File: src/sv/tse_pkg.sv
// Package for the topological sort engine.
// Holds the item and result types, the sequencer states and the size constants.
// No dependencies.
package tse_pkg;

    localparam int MAX_NODES = 64;
    localparam int MAX_EDGES = 256;
    localparam int NODE_W    = 6;
    localparam int NODE_AW   = $clog2(MAX_NODES);
    localparam int NODE_CW   = NODE_AW + 1;
    localparam int EDGE_AW   = $clog2(MAX_EDGES);
    localparam int EDGE_CW   = EDGE_AW + 1;
    localparam int ADDS_W    = 7;
    localparam int ADDS_MAX  = 127;

    localparam logic [1:0] ACT_ADD_NODE = 2'd0;
    localparam logic [1:0] ACT_ADD_EDGE = 2'd1;
    localparam logic [1:0] ACT_RUN      = 2'd2;

    typedef struct packed {
        logic [1:0]        action;
        logic [NODE_W-1:0] node_id;
        logic [NODE_W-1:0] from_node;
        logic [NODE_W-1:0] to_node;
    } item_t;

    typedef struct packed {
        logic [NODE_W-1:0] order_node;
        logic              is_last;
        logic              cycle_found;
        logic              graph_empty;
        logic              edge_overflow;
    } result_t;

    typedef struct packed {
        logic [NODE_W-1:0] src;
        logic [NODE_W-1:0] dst;
    } edge_t;

    typedef struct packed {
        logic                 start;
        logic [MAX_NODES-1:0] present;
        logic [ADDS_W-1:0]    adds;
        logic [EDGE_CW-1:0]   edge_total;
        logic                 overflow;
    } graph_info_t;

    typedef struct packed {
        logic busy;
        logic done;
    } sort_status_t;

    typedef enum logic [4:0] {
        ST_IDLE,
        ST_CLR_DEG,
        ST_DEG_RD,
        ST_DEG_WAIT,
        ST_DEG_UPD,
        ST_PUSH0,
        ST_PUSH0_CHK,
        ST_POP,
        ST_POP_WAIT,
        ST_HCLR,
        ST_HIT_RD,
        ST_HIT_WAIT,
        ST_HIT_UPD,
        ST_DEC_RD,
        ST_DEC_CHK,
        ST_FINISH,
        ST_EMIT_EMPTY,
        ST_EMIT_CYC,
        ST_OUT_RD,
        ST_OUT_WAIT,
        ST_DONE
    } sort_state_t;

endpackage

File: src/sv/tse_edge_ram.sv
// Edge store of the topological sort engine: one write port, one registered read port.
// Depends on tse_pkg.
module tse_edge_ram (
    input  logic                        clk,
    input  logic                        wr_en,
    input  logic [tse_pkg::EDGE_AW-1:0] wr_addr,
    input  tse_pkg::edge_t              wr_data,
    input  logic                        rd_en,
    input  logic [tse_pkg::EDGE_AW-1:0] rd_addr,
    output tse_pkg::edge_t              rd_data
);

    tse_pkg::edge_t mem [tse_pkg::MAX_EDGES];
    tse_pkg::edge_t rd_data_reg;

    always_ff @(posedge clk)
    begin
        if (wr_en)
        begin
            mem[wr_addr] <= wr_data;
        end
        if (rd_en)
        begin
            rd_data_reg <= mem[rd_addr];
        end
    end

    assign rd_data = rd_data_reg;

endmodule

File: config.mk
export PLATFORM = sky130hd
export DESIGN_NAME = tse_edge_ram
export DESIGN_NICKNAME = d
export VERILOG_FILES = /design/src/sv/tse_pkg.sv /design/src/sv/tse_edge_ram.sv
export SDC_FILE = /design/constraint.sdc
export NUM_CORES = 2
export LEC_CHECK = 0
export ABC_AREA = 0
export ABC_CLOCK_PERIOD_IN_PS = 3200
export BUFFER_PORTS_ARGS = -buffer_cell sky130_fd_sc_hd__clkbuf_2
export CAP_MARGIN = 15
export CELL_PAD_IN_SITES_DETAIL_PLACEMENT = 1
export CELL_PAD_IN_SITES_GLOBAL_PLACEMENT = 1
export CORE_UTILIZATION = 50
export DETAILED_ROUTE_END_ITERATION = 10
export PLACE_DENSITY = 0.76
export SETUP_SLACK_MARGIN = 0.2
export SYNTH_ARGS = -nofsm -noshare
export SYNTH_HDL_FRONTEND = slang
export SYNTH_SLANG_ARGS = --single-unit
File: constraint.sdc
create_clock -name clk -period 3.2 [get_ports clk]
set_input_delay 0.64 -clock clk [delete_from_list [all_inputs] [get_ports clk]]
set_output_delay 0.64 -clock clk [all_outputs]
set_load 0.02 [all_outputs]
== After elaboration in Yosys (flattened, before gate mapping) ==
Memories as Yosys holds them, arrays and structs flattened. A register that Yosys moved wholly into a read port is not among the register bits.
Index checks and enable logic that the tools add are counted.
Storage, ports and cells
  register bits after elaboration: 0
  input port bits: 31
  memories: 1
  output and inout bits: 12
  word-level logic and storage cells: 3
  bits in writable memories: 3072
Memories
  mem: depth 256, width 12, rd ports 1, clocked after Yosys merged registers in 1, wr ports 1, RTL line tse_edge_ram.sv:13  | tse_pkg::edge_t mem [tse_pkg::MAX_EDGES];
Operators by class
  muxes and demuxes: 2
Operators by type and width (count)
  two-way mux 1 bit: 2

== Logic depth before layout (Yosys ltp) ==
  word-level depth: 2
  gate-level depth with buffers: 11
  mapped depth without buffers: 6

== Worst setup path before layout ==
No wires, ideal clock.
  kind: in2reg
  start: in rd_addr[0] (netlist name)
  end: reg, netlist name rd_data[3]
  stages: 8
  data arrival time: 2434 ps
  buffers on the path: 3
  setup time: 266 ps
  slack: 501 ps
  data required time: 2934 ps
  path through: buf_6 buf_6 buf_4 mux4_2 a221oi_2 o22ai_1 nor4_1 nor4_1
RTL lines
  from (decl): RTL line tse_edge_ram.sv:9  | input logic [tse_pkg::EDGE_AW-1:0] rd_addr,

==> results.txt <==
register bit count reported by yosys: 3084
Net Sw Frac: 21.75%
Place WS: -1055 ps
Max-cap violations: 0
Comb power frac: 5.8%
cell-internal power: 66.85 mW
GRT met1 Usage: 39.30%
count leader, synth: edfxtp_1
Longest Clk Path Bufs: 4
max-slew violations: 0
initial DRC count: 9500
Hold Path Class: in -> reg
Worst Path Required: 3880 ps
final wirelength: 360.6 mm
Port Buffer Count: 42
die height: 489.3 um
Leakage: 44.45 nW
Clk Latency, worst-skew pair: 1020 ps
RR Startpoint: mem[168][0]
drt drc: 0
Worst IR Drop VDD: 0.6333 mV
core area: 235600 um2
Total Nets Final: 6378
met2 usage: 48.24%
Yosys cell types: 60
Post-Syn Area per Cell: 21.57 um2
Setup crit start kind: primary input
ANT nets after route: 0
final hold vios: 0
Die X-Extent: 489.3 um
highest clock rate: 330.4 MHz
Synth top cells by count: edfxtp_1, mux4_2, nor2_1
setup bufs post-CTS: 0
vias per inst: 6.614
Worst Hold Launch: wr_data[3]
CTS Buf Count: 318
highest cell delay on the worst timing path: 800 ps
worst-path fanout max: 23
via count: 64320
Clk pwr share: 42.0%
top cell type's share of synthesized area: 77.98%
Sw Pwr: 18.59 mW
Finished Core Util: 58.65%
Mapped Area: 118800 um2
RSZ-0062 raised after global routing: no
final setup violation count: 0
Root Buffer: clkbuf_16
detailed-route wire length per cell: 37.08 um
Synth Flop Type: edfxtp_1
starting density of the core: 50.40%
Setup Skew: 82.37 ps
Max H-tree Level: 5
Fillers: 19960
DP HPWL: 223.7 mm
Gate Count Post-Synth: 5506
largest net degree at the start of global routing: 95
share of cells above drive strength 1: 30.01%
Resized cells post-CTS: 4
cell depth of the worst flop-to-flop path: 7
number of global-route vias before repair: 67370
Worst Max-Slew Pin Slew: 1152 ps
Clock Sinks: 3084
EDFF count, synth: 3084
Syn Nets: 5537
grt peak-use layer: met2
slew margin rel.: 22.98%
Async SR Flop Fraction: 0%
leading area contributor after synthesis: edfxtp_1
Overflow after GRT: 0
I/O pin count: 43
end point of the worst hold path: mem[39][3]
r2r setup slk: 250 ps
sequential area share after synthesis: 77.98%
WP data arrival: 3710 ps
worst path cell trace: buf_12 > buf_12 > buf_12 > buf_4 > mux4_2 > a22oi_1 > a21oi_1 > nor4_1 > nor4b_2
first-pass GRT wire length: 508.3 mm
final period utilization: 94.59%
Total GRT Usage: 30.36%
CP most frequent cell: buf_12
Area contributors post-synth: edfxtp_1, mux4_2, mux2i_1
clock slew at reported path FFs: 60 ps
routability cong.: 0.9097
# hold bufs at CTS: 0
met3 Use GR: 7.282%
Slowest cell on crit path: nor4_1
CTS tree: built
Period minus WS final: 3027 ps
Sequential Power Share: 52.2%
synth-to-layout area growth: 16.38%
Post-Place Cells: 9176
num rows: 178
final worst slack: 173.1 ps
Crit Path Class: in -> reg
fin cells: 9725
hold depth: 1
Yosys warning total: 0
CP endpoint kind: register
max reg flops: 3072
Die Area: 239500 um2
P per Cell Area: 618.2 nW/um2
Crit Reg-Reg Endpoint: rd_data[0]
outcome: finished clean
initial antenna violation count: 16
drt first pass iters: 7
==> layout make-up <==
type | instances | area [um2] | share of cell area [%]
antenna | 11 | 27.53 | 0.01992
clock buffer | 393 | 8431 | 6.100
clock inverter | 144 | 1287 | 0.9316
inverter | 3 | 11.26 | 0.008148
multi-input combinational | 2081 | 24080 | 17.42
sequential | 3084 | 92610 | 67.01
tap | 3150 | 3941 | 2.852
timing repair buffer | 859 | 7821 | 5.659
==> stage by stage <==
step / total power, mW / setup TNS, ps / cell area, um2 / hold WS (ps)
after global placement: 50.05 / -7595 / 128400 / 1087
after global routing: 86.96 / 0 / 138200 / 117.8
final: 85.44 / 0 / 138200 / 116.5
after CTS: 85.60 / 0 / 138200 / 106.5
after floorplan: 47.59 / 0 / 118800 / 738.9
after detailed placement: 50.24 / -8253 / 128400 / 1116
==> kinds of logic after synthesis <==
kind of cell	count (synthesis)	synth area share (%)
flops	3084	77.98
buf+inv	341	1.831
simple gates	550	2.169
mux	894	14.27
compound gates	637	3.741
==> critical path, delay by kind of cell <==
| kind | cells | cell delay [ps] |
|---|---|---|
| mux | 1 | 510 |
| buf+inv | 4 | 830 |
| simple gates | 2 | 920 |
| compound gates | 2 | 730 |
==> power by group through the flow <==
stage | clock network [mW] | registers (mW) | logic [mW]
after floorplan | 0 | 45.5 | 2.13
after global placement | 0 | 45.5 | 4.58
after detailed placement | 0 | 45.5 | 4.77
after CTS | 36.1 | 44.6 | 4.85
after global routing | 37.3 | 44.6 | 5.03
final | 35.9 | 44.6 | 4.94
==> layout by cell type, fill, tap and decap left out, types with 63 or more instances in the layout <==
master,netlist,layout
edfxtp_1,3084,3084
nor2_1,302,299
mux4_2,636,636
clkbuf_1,153,66
mux2i_1,223,223
buf_12,16,107
clkbuf_16,0,327
a21oi_1,121,121
buf_4,33,712
o22ai_1,88,88
a22oi_1,215,215
clkinv_1,1,63
==> how the worst max path moves through the flow <==
stage                     from  slack [ps]          to  cells after the start
floorplan           rd_addr[0]         500  rd_data[3]                      8
global placement    rd_addr[0]        -870  rd_data[6]                     10
detailed placement  rd_addr[0]       -1060  rd_data[6]                     10
CTS                 rd_addr[0]         230  rd_data[5]                     10
global route        rd_addr[0]         220  rd_data[4]                     10
finish              rd_addr[0]         170  rd_data[4]                      9
==> layer usage <==
layer	vias up	part of all wire (%)
li1	24920	-
met1	33950	35
met2	4503	48
met3	932	11
met4	10	5.5
met5	-	0.018
Note: power is estimated with default switching activity, not from simulation.
