File: src/sv/tse_pkg.sv
// Package for the topological sort engine.
// Holds the item and result types, the sequencer states and the size constants.
// No dependencies.
package tse_pkg;

    localparam int MAX_NODES = 64;
    localparam int MAX_EDGES = 256;
    localparam int NODE_W    = 6;
    localparam int NODE_AW   = $clog2(MAX_NODES);
    localparam int NODE_CW   = NODE_AW + 1;
    localparam int EDGE_AW   = $clog2(MAX_EDGES);
    localparam int EDGE_CW   = EDGE_AW + 1;
    localparam int ADDS_W    = 7;
    localparam int ADDS_MAX  = 127;

    localparam logic [1:0] ACT_ADD_NODE = 2'd0;
    localparam logic [1:0] ACT_ADD_EDGE = 2'd1;
    localparam logic [1:0] ACT_RUN      = 2'd2;

    typedef struct packed {
        logic [1:0]        action;
        logic [NODE_W-1:0] node_id;
        logic [NODE_W-1:0] from_node;
        logic [NODE_W-1:0] to_node;
    } item_t;

    typedef struct packed {
        logic [NODE_W-1:0] order_node;
        logic              is_last;
        logic              cycle_found;
        logic              graph_empty;
        logic              edge_overflow;
    } result_t;

    typedef struct packed {
        logic [NODE_W-1:0] src;
        logic [NODE_W-1:0] dst;
    } edge_t;

    typedef struct packed {
        logic                 start;
        logic [MAX_NODES-1:0] present;
        logic [ADDS_W-1:0]    adds;
        logic [EDGE_CW-1:0]   edge_total;
        logic                 overflow;
    } graph_info_t;

    typedef struct packed {
        logic busy;
        logic done;
    } sort_status_t;

    typedef enum logic [4:0] {
        ST_IDLE,
        ST_CLR_DEG,
        ST_DEG_RD,
        ST_DEG_WAIT,
        ST_DEG_UPD,
        ST_PUSH0,
        ST_PUSH0_CHK,
        ST_POP,
        ST_POP_WAIT,
        ST_HCLR,
        ST_HIT_RD,
        ST_HIT_WAIT,
        ST_HIT_UPD,
        ST_DEC_RD,
        ST_DEC_CHK,
        ST_FINISH,
        ST_EMIT_EMPTY,
        ST_EMIT_CYC,
        ST_OUT_RD,
        ST_OUT_WAIT,
        ST_DONE
    } sort_state_t;

endpackage

File: src/sv/tse_sorter.sv
// Graph walk sequencer: in-degree build, ready stack, per-node hit count and result output.
// One shared add/subtract unit serves every in-degree and hit count update. Depends on tse_pkg.
module tse_sorter (
    input  logic                        clk,
    input  logic                        rst_n,
    input  tse_pkg::graph_info_t        info,
    output tse_pkg::sort_status_t       status,
    output logic                        edge_rd_en,
    output logic [tse_pkg::EDGE_AW-1:0] edge_rd_addr,
    input  tse_pkg::edge_t              edge_rd,
    output logic                        result_valid,
    input  logic                        result_stall,
    output tse_pkg::result_t            result
);

    localparam int NA = tse_pkg::NODE_AW;
    localparam int NC = tse_pkg::NODE_CW;
    localparam int EC = tse_pkg::EDGE_CW;

    tse_pkg::sort_state_t state_reg, state_next;
    logic [NC-1:0]  idx_reg, idx_next;
    logic [EC-1:0]  e_reg, e_next;
    logic [NC-1:0]  top_reg, top_next;
    logic [NC-1:0]  count_reg, count_next;
    logic [NA-1:0]  u_reg, u_next;
    logic [NA-1:0]  tgt_reg, tgt_next;
    logic           out_valid_reg, out_valid_next;
    tse_pkg::result_t out_reg, out_next;

    logic [EC-1:0] deg_mem [tse_pkg::MAX_NODES];
    logic [EC-1:0] hit_mem [tse_pkg::MAX_NODES];
    logic [NA-1:0] stk_mem [tse_pkg::MAX_NODES];
    logic [NA-1:0] ord_mem [tse_pkg::MAX_NODES];
    logic [EC-1:0] deg_rd_reg, hit_rd_reg;
    logic [NA-1:0] stk_rd_reg, ord_rd_reg;

    logic          deg_we, hit_we, stk_we, ord_we;
    logic          deg_re, hit_re, stk_re, ord_re;
    logic [NA-1:0] deg_wa, hit_wa, stk_wa, ord_wa;
    logic [NA-1:0] deg_ra, hit_ra, stk_ra, ord_ra;
    logic [EC-1:0] deg_wd, hit_wd;
    logic [NA-1:0] stk_wd, ord_wd;

    logic [EC-1:0] alu_a, alu_b, alu_y;
    logic          alu_sub;
    logic          out_free;
    logic          live;

    assign alu_y    = alu_sub ? (alu_a - alu_b) : (alu_a + alu_b);
    assign out_free = !out_valid_reg || !result_stall;
    assign live     = info.present[edge_rd.src] && info.present[edge_rd.dst];

    always_ff @(posedge clk)
    begin
        if (deg_we)
        begin
            deg_mem[deg_wa] <= deg_wd;
        end
        if (deg_re)
        begin
            deg_rd_reg <= deg_mem[deg_ra];
        end
        if (hit_we)
        begin
            hit_mem[hit_wa] <= hit_wd;
        end
        if (hit_re)
        begin
            hit_rd_reg <= hit_mem[hit_ra];
        end
        if (stk_we)
        begin
            stk_mem[stk_wa] <= stk_wd;
        end
        if (stk_re)
        begin
            stk_rd_reg <= stk_mem[stk_ra];
        end
        if (ord_we)
        begin
            ord_mem[ord_wa] <= ord_wd;
        end
        if (ord_re)
        begin
            ord_rd_reg <= ord_mem[ord_ra];
        end
    end

    always_ff @(posedge clk or negedge rst_n)
    begin
        if (!rst_n)
        begin
            state_reg     <= tse_pkg::ST_IDLE;
            idx_reg       <= '0;
            e_reg         <= '0;
            top_reg       <= '0;
            count_reg     <= '0;
            u_reg         <= '0;
            tgt_reg       <= '0;
            out_valid_reg <= 1'b0;
        end
        else
        begin
            state_reg     <= state_next;
            idx_reg       <= idx_next;
            e_reg         <= e_next;
            top_reg       <= top_next;
            count_reg     <= count_next;
            u_reg         <= u_next;
            tgt_reg       <= tgt_next;
            out_valid_reg <= out_valid_next;
        end
    end

    always_ff @(posedge clk)
    begin
        out_reg <= out_next;
    end

    always_comb
    begin
        state_next     = state_reg;
        idx_next       = idx_reg;
        e_next         = e_reg;
        top_next       = top_reg;
        count_next     = count_reg;
        u_next         = u_reg;
        tgt_next       = tgt_reg;
        out_valid_next = out_valid_reg;
        out_next       = out_reg;
        status.busy    = (state_reg != tse_pkg::ST_IDLE);
        status.done    = 1'b0;
        edge_rd_en     = 1'b0;
        edge_rd_addr   = e_reg[tse_pkg::EDGE_AW-1:0];
        deg_we = 1'b0; deg_re = 1'b0; deg_wa = idx_reg[NA-1:0];
        deg_ra = idx_reg[NA-1:0]; deg_wd = '0;
        hit_we = 1'b0; hit_re = 1'b0; hit_wa = idx_reg[NA-1:0];
        hit_ra = idx_reg[NA-1:0]; hit_wd = '0;
        stk_we = 1'b0; stk_re = 1'b0; stk_wa = top_reg[NA-1:0];
        stk_ra = top_reg[NA-1:0]; stk_wd = idx_reg[NA-1:0];
        ord_we = 1'b0; ord_re = 1'b0; ord_wa = count_reg[NA-1:0];
        ord_ra = idx_reg[NA-1:0]; ord_wd = stk_rd_reg;
        alu_a   = '0;
        alu_b   = EC'(1);
        alu_sub = 1'b0;

        if (out_valid_reg && !result_stall)
        begin
            out_valid_next = 1'b0;
        end

        case (state_reg)
            tse_pkg::ST_IDLE:
            begin
                if (info.start)
                begin
                    idx_next   = '0;
                    e_next     = '0;
                    top_next   = '0;
                    count_next = '0;
                    state_next = (info.adds == '0) ? tse_pkg::ST_EMIT_EMPTY
                                                   : tse_pkg::ST_CLR_DEG;
                end
            end
            tse_pkg::ST_CLR_DEG:
            begin
                deg_we = 1'b1;
                if (idx_reg == NC'(tse_pkg::MAX_NODES - 1))
                begin
                    e_next     = '0;
                    state_next = tse_pkg::ST_DEG_RD;
                end
                else
                begin
                    idx_next = idx_reg + NC'(1);
                end
            end
            tse_pkg::ST_DEG_RD:
            begin
                if (e_reg == info.edge_total)
                begin
                    idx_next   = '0;
                    state_next = tse_pkg::ST_PUSH0;
                end
                else
                begin
                    edge_rd_en = 1'b1;
                    state_next = tse_pkg::ST_DEG_WAIT;
                end
            end
            tse_pkg::ST_DEG_WAIT:
            begin
                if (live)
                begin
                    deg_re     = 1'b1;
                    deg_ra     = edge_rd.dst;
                    tgt_next   = edge_rd.dst;
                    state_next = tse_pkg::ST_DEG_UPD;
                end
                else
                begin
                    e_next     = e_reg + EC'(1);
                    state_next = tse_pkg::ST_DEG_RD;
                end
            end
            tse_pkg::ST_DEG_UPD:
            begin
                alu_a      = deg_rd_reg;
                deg_we     = 1'b1;
                deg_wa     = tgt_reg;
                deg_wd     = alu_y;
                e_next     = e_reg + EC'(1);
                state_next = tse_pkg::ST_DEG_RD;
            end
            tse_pkg::ST_PUSH0:
            begin
                if (idx_reg == NC'(tse_pkg::MAX_NODES))
                begin
                    state_next = tse_pkg::ST_POP;
                end
                else if (info.present[idx_reg[NA-1:0]])
                begin
                    deg_re     = 1'b1;
                    state_next = tse_pkg::ST_PUSH0_CHK;
                end
                else
                begin
                    idx_next = idx_reg + NC'(1);
                end
            end
            tse_pkg::ST_PUSH0_CHK:
            begin
                if (deg_rd_reg == '0 && top_reg < NC'(tse_pkg::MAX_NODES))
                begin
                    stk_we   = 1'b1;
                    top_next = top_reg + NC'(1);
                end
                idx_next   = idx_reg + NC'(1);
                state_next = tse_pkg::ST_PUSH0;
            end
            tse_pkg::ST_POP:
            begin
                if (top_reg == '0)
                begin
                    state_next = tse_pkg::ST_FINISH;
                end
                else
                begin
                    stk_re     = 1'b1;
                    stk_ra     = NA'(top_reg - NC'(1));
                    top_next   = top_reg - NC'(1);
                    state_next = tse_pkg::ST_POP_WAIT;
                end
            end
            tse_pkg::ST_POP_WAIT:
            begin
                u_next = stk_rd_reg;
                if (count_reg < NC'(tse_pkg::MAX_NODES))
                begin
                    ord_we     = 1'b1;
                    count_next = count_reg + NC'(1);
                end
                idx_next   = '0;
                state_next = tse_pkg::ST_HCLR;
            end
            tse_pkg::ST_HCLR:
            begin
                hit_we = 1'b1;
                if (idx_reg == NC'(tse_pkg::MAX_NODES - 1))
                begin
                    e_next     = '0;
                    state_next = tse_pkg::ST_HIT_RD;
                end
                else
                begin
                    idx_next = idx_reg + NC'(1);
                end
            end
            tse_pkg::ST_HIT_RD:
            begin
                if (e_reg == info.edge_total)
                begin
                    idx_next   = '0;
                    state_next = tse_pkg::ST_DEC_RD;
                end
                else
                begin
                    edge_rd_en = 1'b1;
                    state_next = tse_pkg::ST_HIT_WAIT;
                end
            end
            tse_pkg::ST_HIT_WAIT:
            begin
                if (live && edge_rd.src == u_reg)
                begin
                    hit_re     = 1'b1;
                    hit_ra     = edge_rd.dst;
                    tgt_next   = edge_rd.dst;
                    state_next = tse_pkg::ST_HIT_UPD;
                end
                else
                begin
                    e_next     = e_reg + EC'(1);
                    state_next = tse_pkg::ST_HIT_RD;
                end
            end
            tse_pkg::ST_HIT_UPD:
            begin
                alu_a      = hit_rd_reg;
                hit_we     = 1'b1;
                hit_wa     = tgt_reg;
                hit_wd     = alu_y;
                e_next     = e_reg + EC'(1);
                state_next = tse_pkg::ST_HIT_RD;
            end
            tse_pkg::ST_DEC_RD:
            begin
                if (idx_reg == NC'(tse_pkg::MAX_NODES))
                begin
                    state_next = tse_pkg::ST_POP;
                end
                else
                begin
                    deg_re     = 1'b1;
                    hit_re     = 1'b1;
                    state_next = tse_pkg::ST_DEC_CHK;
                end
            end
            tse_pkg::ST_DEC_CHK:
            begin
                alu_a   = deg_rd_reg;
                alu_b   = hit_rd_reg;
                alu_sub = 1'b1;
                if (hit_rd_reg != '0)
                begin
                    deg_we = 1'b1;
                    if (deg_rd_reg <= hit_rd_reg)
                    begin
                        deg_wd = '0;
                        if (top_reg < NC'(tse_pkg::MAX_NODES))
                        begin
                            stk_we   = 1'b1;
                            top_next = top_reg + NC'(1);
                        end
                    end
                    else
                    begin
                        deg_wd = alu_y;
                    end
                end
                idx_next   = idx_reg + NC'(1);
                state_next = tse_pkg::ST_DEC_RD;
            end
            tse_pkg::ST_FINISH:
            begin
                idx_next   = '0;
                state_next = (count_reg != info.adds) ? tse_pkg::ST_EMIT_CYC
                                                      : tse_pkg::ST_OUT_RD;
            end
            tse_pkg::ST_EMIT_EMPTY, tse_pkg::ST_EMIT_CYC:
            begin
                if (out_free)
                begin
                    out_valid_next         = 1'b1;
                    out_next.order_node    = '0;
                    out_next.is_last       = 1'b1;
                    out_next.cycle_found   = (state_reg == tse_pkg::ST_EMIT_CYC);
                    out_next.graph_empty   = (state_reg == tse_pkg::ST_EMIT_EMPTY);
                    out_next.edge_overflow = info.overflow;
                    state_next             = tse_pkg::ST_DONE;
                end
            end
            tse_pkg::ST_OUT_RD:
            begin
                ord_re     = 1'b1;
                state_next = tse_pkg::ST_OUT_WAIT;
            end
            tse_pkg::ST_OUT_WAIT:
            begin
                if (out_free)
                begin
                    out_valid_next         = 1'b1;
                    out_next.order_node    = ord_rd_reg;
                    out_next.is_last       = (idx_reg + NC'(1) == count_reg);
                    out_next.cycle_found   = 1'b0;
                    out_next.graph_empty   = 1'b0;
                    out_next.edge_overflow = info.overflow;
                    if (idx_reg + NC'(1) == count_reg)
                    begin
                        state_next = tse_pkg::ST_DONE;
                    end
                    else
                    begin
                        idx_next   = idx_reg + NC'(1);
                        state_next = tse_pkg::ST_OUT_RD;
                    end
                end
            end
            tse_pkg::ST_DONE:
            begin
                status.done = 1'b1;
                state_next  = tse_pkg::ST_IDLE;
            end
            default:
            begin
                state_next = tse_pkg::ST_IDLE;
            end
        endcase
    end

    assign result_valid = out_valid_reg;
    assign result       = out_reg;

endmodule

File: config.mk
export PLATFORM = sky130hd
export DESIGN_NAME = tse_sorter
export DESIGN_NICKNAME = d
export VERILOG_FILES = /design/src/sv/tse_pkg.sv /design/src/sv/tse_sorter.sv
export SDC_FILE = /design/constraint.sdc
export NUM_CORES = 2
export LEC_CHECK = 0
export BUFFER_PORTS_ARGS = -buffer_cell sky130_fd_sc_hd__buf_2
export CAP_MARGIN = 0
export CORE_ASPECT_RATIO = 0.5
export CORE_UTILIZATION = 50
export DETAILED_ROUTE_END_ITERATION = 6
export GPL_TIMING_DRIVEN = 0
export PLACE_DENSITY = 0.66
export SLEW_MARGIN = 20
export SYNTH_ARGS = -nofsm -noshare
export SYNTH_HDL_FRONTEND = slang
export SYNTH_SLANG_ARGS = --single-unit
File: constraint.sdc
create_clock -name clk -period 6.4 [get_ports clk]
set_input_delay 0.96 -clock clk [delete_from_list [all_inputs] [get_ports clk]]
set_output_delay 0.96 -clock clk [all_outputs]
set_load 0.01 [all_outputs]
# Yosys cells after proc, flatten, opt, wreduce, memory -nomap -nowiden
# Memories as Yosys holds them, arrays and structs flattened. A register that Yosys moved wholly into a read port is not among the register bits.
# Index checks and enable logic that the tools add are counted.
[totals]
ff_bits = 58
ram_bits = 1920
input_bits = 97
out_inout_bits = 22
elab_cells = 214
memories = 4
[mem_list]
columns = ["name", "depth", "word_bits", "read_ports", "rd_ports_with_merged_regs", "wr", "line", "source"]
rows = [
  ["deg_mem", 64, 9, 1, 1, 1, "tse_sorter.sv:30", "logic [EC-1:0] deg_mem [tse_pkg::MAX_NODES];"],
  ["hit_mem", 64, 9, 1, 1, 1, "tse_sorter.sv:31", "logic [EC-1:0] hit_mem [tse_pkg::MAX_NODES];"],
  ["ord_mem", 64, 6, 1, 1, 1, "tse_sorter.sv:33", "logic [NA-1:0] ord_mem [tse_pkg::MAX_NODES];"],
  ["stk_mem", 64, 6, 1, 1, 1, "tse_sorter.sv:32", "logic [NA-1:0] stk_mem [tse_pkg::MAX_NODES];"],
]
[op_classes]
addsub = 7
order_cmp = 6
eq_ne = 48
n_mux = 100
n_reduce_logical = 36
[op_table]
columns = ["op", "count"]
rows = [
  ["case mux 5 bit (19 select lines)", 1],
  ["2-to-1 mux 7 bit", 13],
  ["2-to-1 mux 9 bit", 9],
  ["2-to-1 mux 6 bit", 10],
  ["case mux 7 bit (7 select lines)", 1],
  ["case mux 9 bit (5 select lines)", 1],
  ["== test 5 x 4 -> 1 bit (second input constant)", 8],
  ["2-to-1 mux 5 bit", 8],
  ["!= test 2 bit (second input constant)", 19],
  ["case mux 9 bit (2 select lines)", 2],
  ["2-to-1 mux 1 bit", 34],
  ["case mux 7 bit (4 select lines)", 1],
  ["== test 5 bit (second input constant)", 5],
  ["adder 7 x 1 -> 7 bit (second input constant)", 3],
  ["less-than comparator 6 x 7 -> 1 bit (second input constant)", 3],
  ["== test 5 x 3 -> 1 bit (second input constant)", 4],
  ["2-to-1 mux 10 bit", 2],
  ["case mux 10 bit (2 select lines)", 1],
  ["binary-select mux 1 bit (select 6 bit)", 3],
  ["2-to-1 mux 3 bit", 6],
  ["OR reduction 2 bit", 9],
  ["zero test 7 bit", 2],
  ["less-than comparator 7 bit (second input constant)", 2],
  ["case mux 7 bit (2 select lines)", 1],
  ["other kinds (36)", 49],
]

# Logic depth before layout (Yosys ltp)
[depth]
depth_word = 8
ltp_mapped = 20
ltp_nobuf = 17

# Least setup slack after synthesis
# No wires, ideal clock.
[synth_path]
path_type = "register to register"
startpoint = "register state_reg[4]"
endpoint = "memory deg_mem[0][8] (netlist name) (data pin)"
setup_ns = 0.514
arrival_time_ns = 5.112
t_required_ns = 5.886
slack_ns = 0.774
path_stages_with_launch = 21
n_path_buf = 3
period_less_slack_ns = 5.626
path_cell_list = "dfrtp_1 clkbuf_1 nand2b_1 clkbuf_1 nor2_1 nand2_1 buf_1 nand2_1 a22oi_1 ha_1 inv_1 fa_1 a21oi_1 nor2_1 nor2_1 o21bai_1 a21oi_1 o21bai_1 a21oi_1 xor2_1 nor2b_1"
[synth_via]
elab_chain_cells = 8
elab_cells_between_ends = 13
cone_classes = "2 x add/sub; 3 x eq/ne; 7 x mux; 1 x reduce/logical"
[synth_lines]
columns = ["element", "line", "source"]
rows = [
  ["start, declared", "tse_sorter.sv:20", "tse_pkg::sort_state_t state_reg, state_next;"],
  ["start signal, assigned", "tse_sorter.sv:93", "state_reg <= tse_pkg::ST_IDLE;"],
  ["start signal, assigned", "tse_sorter.sv:104", "state_reg <= state_next;"],
  ["== test 5 x 4 -> 1 bit or == test 5 x 3 -> 1 bit (tied branches)", "tse_sorter.sv:152", "case (state_reg)"],
  ["OR reduction 2 bit (no source line)", "n/a", ""],
  ["case mux 9 bit (2 select lines)", "tse_sorter.sv:152", ""],
  ["adder 9 bit or subtractor 9 bit (tied branches)", "tse_sorter.sv:49", "assign alu_y = alu_sub ? (alu_a - alu_b) : (alu_a + alu_b);"],
  ["2-to-1 mux 9 bit", "tse_sorter.sv:49", ""],
  ["2-to-1 mux 9 bit", "tse_sorter.sv:337", "if (deg_rd_reg <= hit_rd_reg)"],
  ["2-to-1 mux 9 bit", "tse_sorter.sv:334", "if (hit_rd_reg != '0)"],
  ["case mux 9 bit (2 select lines) (*)", "tse_sorter.sv:152", ""],
  ["named net deg_wd[8]", "tse_sorter.sv:41", "logic [EC-1:0] deg_wd, hit_wd;"],
  ["end, declared", "tse_sorter.sv:30", ""],
]
# Mark *: on every way through the listed nets, which the timed path passes. The rest lies on a longest branch.

# Worst setup path in the final report
[layout_path]
startpoint = "register state_reg[4]"
endpoint = "register stk_rd_reg[4], in the netlist ord_wd[4] (read register of stk_mem) (data pin)"
[layout_via]
elab_chain_cells = 2
elab_cells_between_ends = 3
cone_classes = "1 x eq/ne; 2 x mux"
[layout_lines]
columns = ["element", "line", "source"]
rows = [
  ["== test 5 x 3 -> 1 bit", "tse_sorter.sv:152", ""],
  ["2-to-1 mux 1 bit", "tse_sorter.sv:152", ""],
  ["named net stk_re", "tse_sorter.sv:38", "logic deg_re, hit_re, stk_re, ord_re;"],
  ["end, declared", "tse_sorter.sv:35", "logic [NA-1:0] stk_rd_reg, ord_rd_reg;"],
]
# The timed path passes the listed nets, and every way through them passes these cells.
# A chain may end at the register's enable or synchronous reset.

==> flow_summary.json <==
{
  "run_status": "complete, no violations",
  "avgRoutedWirePerCell_um": 29.0,
  "synthArstFlopShare_pct": 2.39,
  "cts.sinks": 2008,
  "placed_cell_area_mm2": 0.0897,
  "setup_viol": 0,
  "skew_ns": 0.0842,
  "avgSynthCellArea_um2": 15.9,
  "period_minus_slack_ns": 6.25,
  "dr_total_vias": 51400,
  "hold_buffers": 0,
  "crit_type": "flop to flop",
  "fin_crit_sh_pct": 97.7,
  "cts_buffer_depth": 4,
  "num_rows": 106,
  "clock.fmax_ghz": 0.160,
  "slew_violations": 0,
  "grtUsageTotal_pct": 27.1,
  "p_per_area_mw_per_mm2": 327,
  "synth_nets": 5447,
  "final_common_cell": "edfxtp_1",
  "total_power_uw": 31100,
  "cts_tree": "yes",
  "max-cap-violations": 0,
  "grt_pass1_vias": 49900,
  "wl_um": 234000,
  "cts_buffers": 180,
  "areaGrowthSynthToFinish_pct": 12.2,
  "hp-class": "input port to async pin",
  "drc_errors": 0,
  "htreeDepth": 4,
  "ys_ff_latch": 2008,
  "crit_fanout": 10,
  "num-nets-final": 5802,
  "synth.distinct_cells": 77,
  "synth_flop_cell": "edfxtp_1",
  "antenna_left": 0,
  "yosysWarnings": 0,
  "worst_setup_path_end_kind": "flop",
  "finalHoldViolations": 0,
  "clk_pin_slew_worst_paths_ns": 0.07,
  "clockRootBuffer": "clkbuf_16",
  "rsz0062_at_grt": "false",
  "tightest_slew_ns": 1.19,
  "clk_latency_ns": 0.84,
  "io_pins": 119,
  "irDropWorstVdd_v": 0.000231,
  "grt_pass1_wl_um": 340000,
  "dp_slack_ns": -0.349,
  "drt_iter0_drc": 7070,
  "crit_path_start_kind": "flop",
  "syn_inst": 5326,
  "dp_hpwl_um": 163000,
  "reg.largest.list": "deg_mem: 576 flops, hit_mem: 576 flops",
  "core-area_mm2": 0.168,
  "die_w_um": 584,
  "fin_ws_ns": 0.146,
  "start_util_pct": 50.6,
  "grt_max_degree": 66,
  "first_pass_iters": 6,
  "n_fill_cell": 12800,
  "die_y_um": 293,
  "synth_enable_flop_cells": 1960,
  "gp_congestion": 0.972,
  "grt.overflow.total": 0,
  "post-cts-setup-buffers": 0,
  "final_cell_area_mm2": 0.0952,
  "p_leak_uw": 0.0310,
  "numPortBuffers": 115,
  "final_cell_mix": "edfxtp_1 (1960), nand2_1 (450), mux2i_1 (392)",
  "synth_area_mm2": 0.0848,
  "die_area_mm2": 0.171,
  "viasPerCell": 6.36,
  "crit_arrival_ns": 6.80,
  "drive_above_1_share_pct": 15.0,
  "slew_headroom_pct": 18.7,
  "crit_required_ns": 6.94,
  "antenna_found_initial": 17,
  "ys_seq_area_share_pct": 70.8
}
## repair_timing
action,in CTS,in global routing
resized for setup,10,4
setup endpoints to repair,111,231
gates cloned,0,0
## layout make-up
type / instances / area (um^2) / area share, %
Clock buffer: 232 / 4810 / 5.06
Sequential cell: 2008 / 60100 / 63.1
Timing Repair Buffer: 174 / 1810 / 1.90
Multi-Input combinational cell: 2919 / 23300 / 24.5
Tap cell: 2268 / 2840 / 2.98
Antenna cell: 7 / 17.5 / 0.0184
Inverter: 52 / 195 / 0.205
Buffer: 346 / 1540 / 1.62
Clock inverter: 79 / 567 / 0.596
## routing by layer
metal	routed length [um]	track usage (%)
met5	65	0
met4	7460	8.34
met3	25300	5.89
met2	106000	41.5
met1	95300	39.2
## stage by stage
| stage | TNS, ns | util [%] | hold WS, ns | std cells |
|---|---|---|---|---|
| 2_1_floorplan | 0 | - | 0.497 | 5326 |
| 3_3_place_gp | -3037.44 | 52.6 | 0.523 | 7709 |
| 3_5_place_dp | -19.17 | 53.5 | 0.525 | 7768 |
| 4_1_cts | 0 | 56.7 | 0.190 | 8079 |
| 5_1_grt | 0 | 56.7 | 0.200 | 8082 |
| 6_report | 0 | 56.7 | 0.183 | 8085 |
## critical path, cell delays in order, from the launching register on
cell and delay, ns:
dfrtp_1 0.36, clkbuf_1 0.20, nand2b_1 0.19, clkbuf_1 0.27, nor2_1 0.26, nand3_1 0.49, nor2_1 0.89, mux2i_1 0.93
clkbuf_1 0.54, clkbuf_1 0.61, mux4_2 0.42, mux2i_1 0.33, a21oi_1 0.15, mux2i_1 0.24, a21oi_1 0.11
## cells in the mapped netlist (76+ instances only)
master	count	area share, %
nor3_1	97	0.57
o22ai_1	76	0.56
a21oi_1	87	0.51
o21ai_0	129	0.76
nor2_1	272	1.2
edfxtp_1	1960	69
and3_1	105	0.77
nand3_1	200	1.2
clkbuf_1	203	0.90
nand4_1	84	0.62
mux4_2	259	6.9
nand2_1	450	2.0
mux2i_1	399	4.7
## where the power goes
group	internal [uW]	switching [uW]	leakage (uW)
registers	14500	144	0.0175
clock network	5580	4760	0.00263
logic	2120	3990	0.0108
total	22200	8890	0.0310
## path summary, 6_finish.rpt
check                           cells after the start  slack [ns]    endpoint          start
worst min register to register                      1        0.51   result[9]  ord_rd_reg[5]
worst min-delay path                                1        0.18    e_reg[6]          rst_n
min in group clk                                    1        0.30   result[0]        info[0]
worst max register to register                     14        0.15   ord_wd[4]   state_reg[4]
worst max-delay path                               14        0.15   ord_wd[4]   state_reg[4]
max in group asynchronous                           1        5.63  idx_reg[1]          rst_n
## cell families (layout without fill, tap and decap cells)
group	count (synthesis)	in the layout	share of synthesized area, %
simple gates	1363	1363	7.62
xor+xnor	46	46	0.475
other cells	0	7	0
compound gates	801	801	6.76
mux	685	685	11.9
flops	2008	2008	70.8
fa+ha+maj	24	24	0.363
buf+inv	399	883	2.04
(Power assumes the default switching activity.)
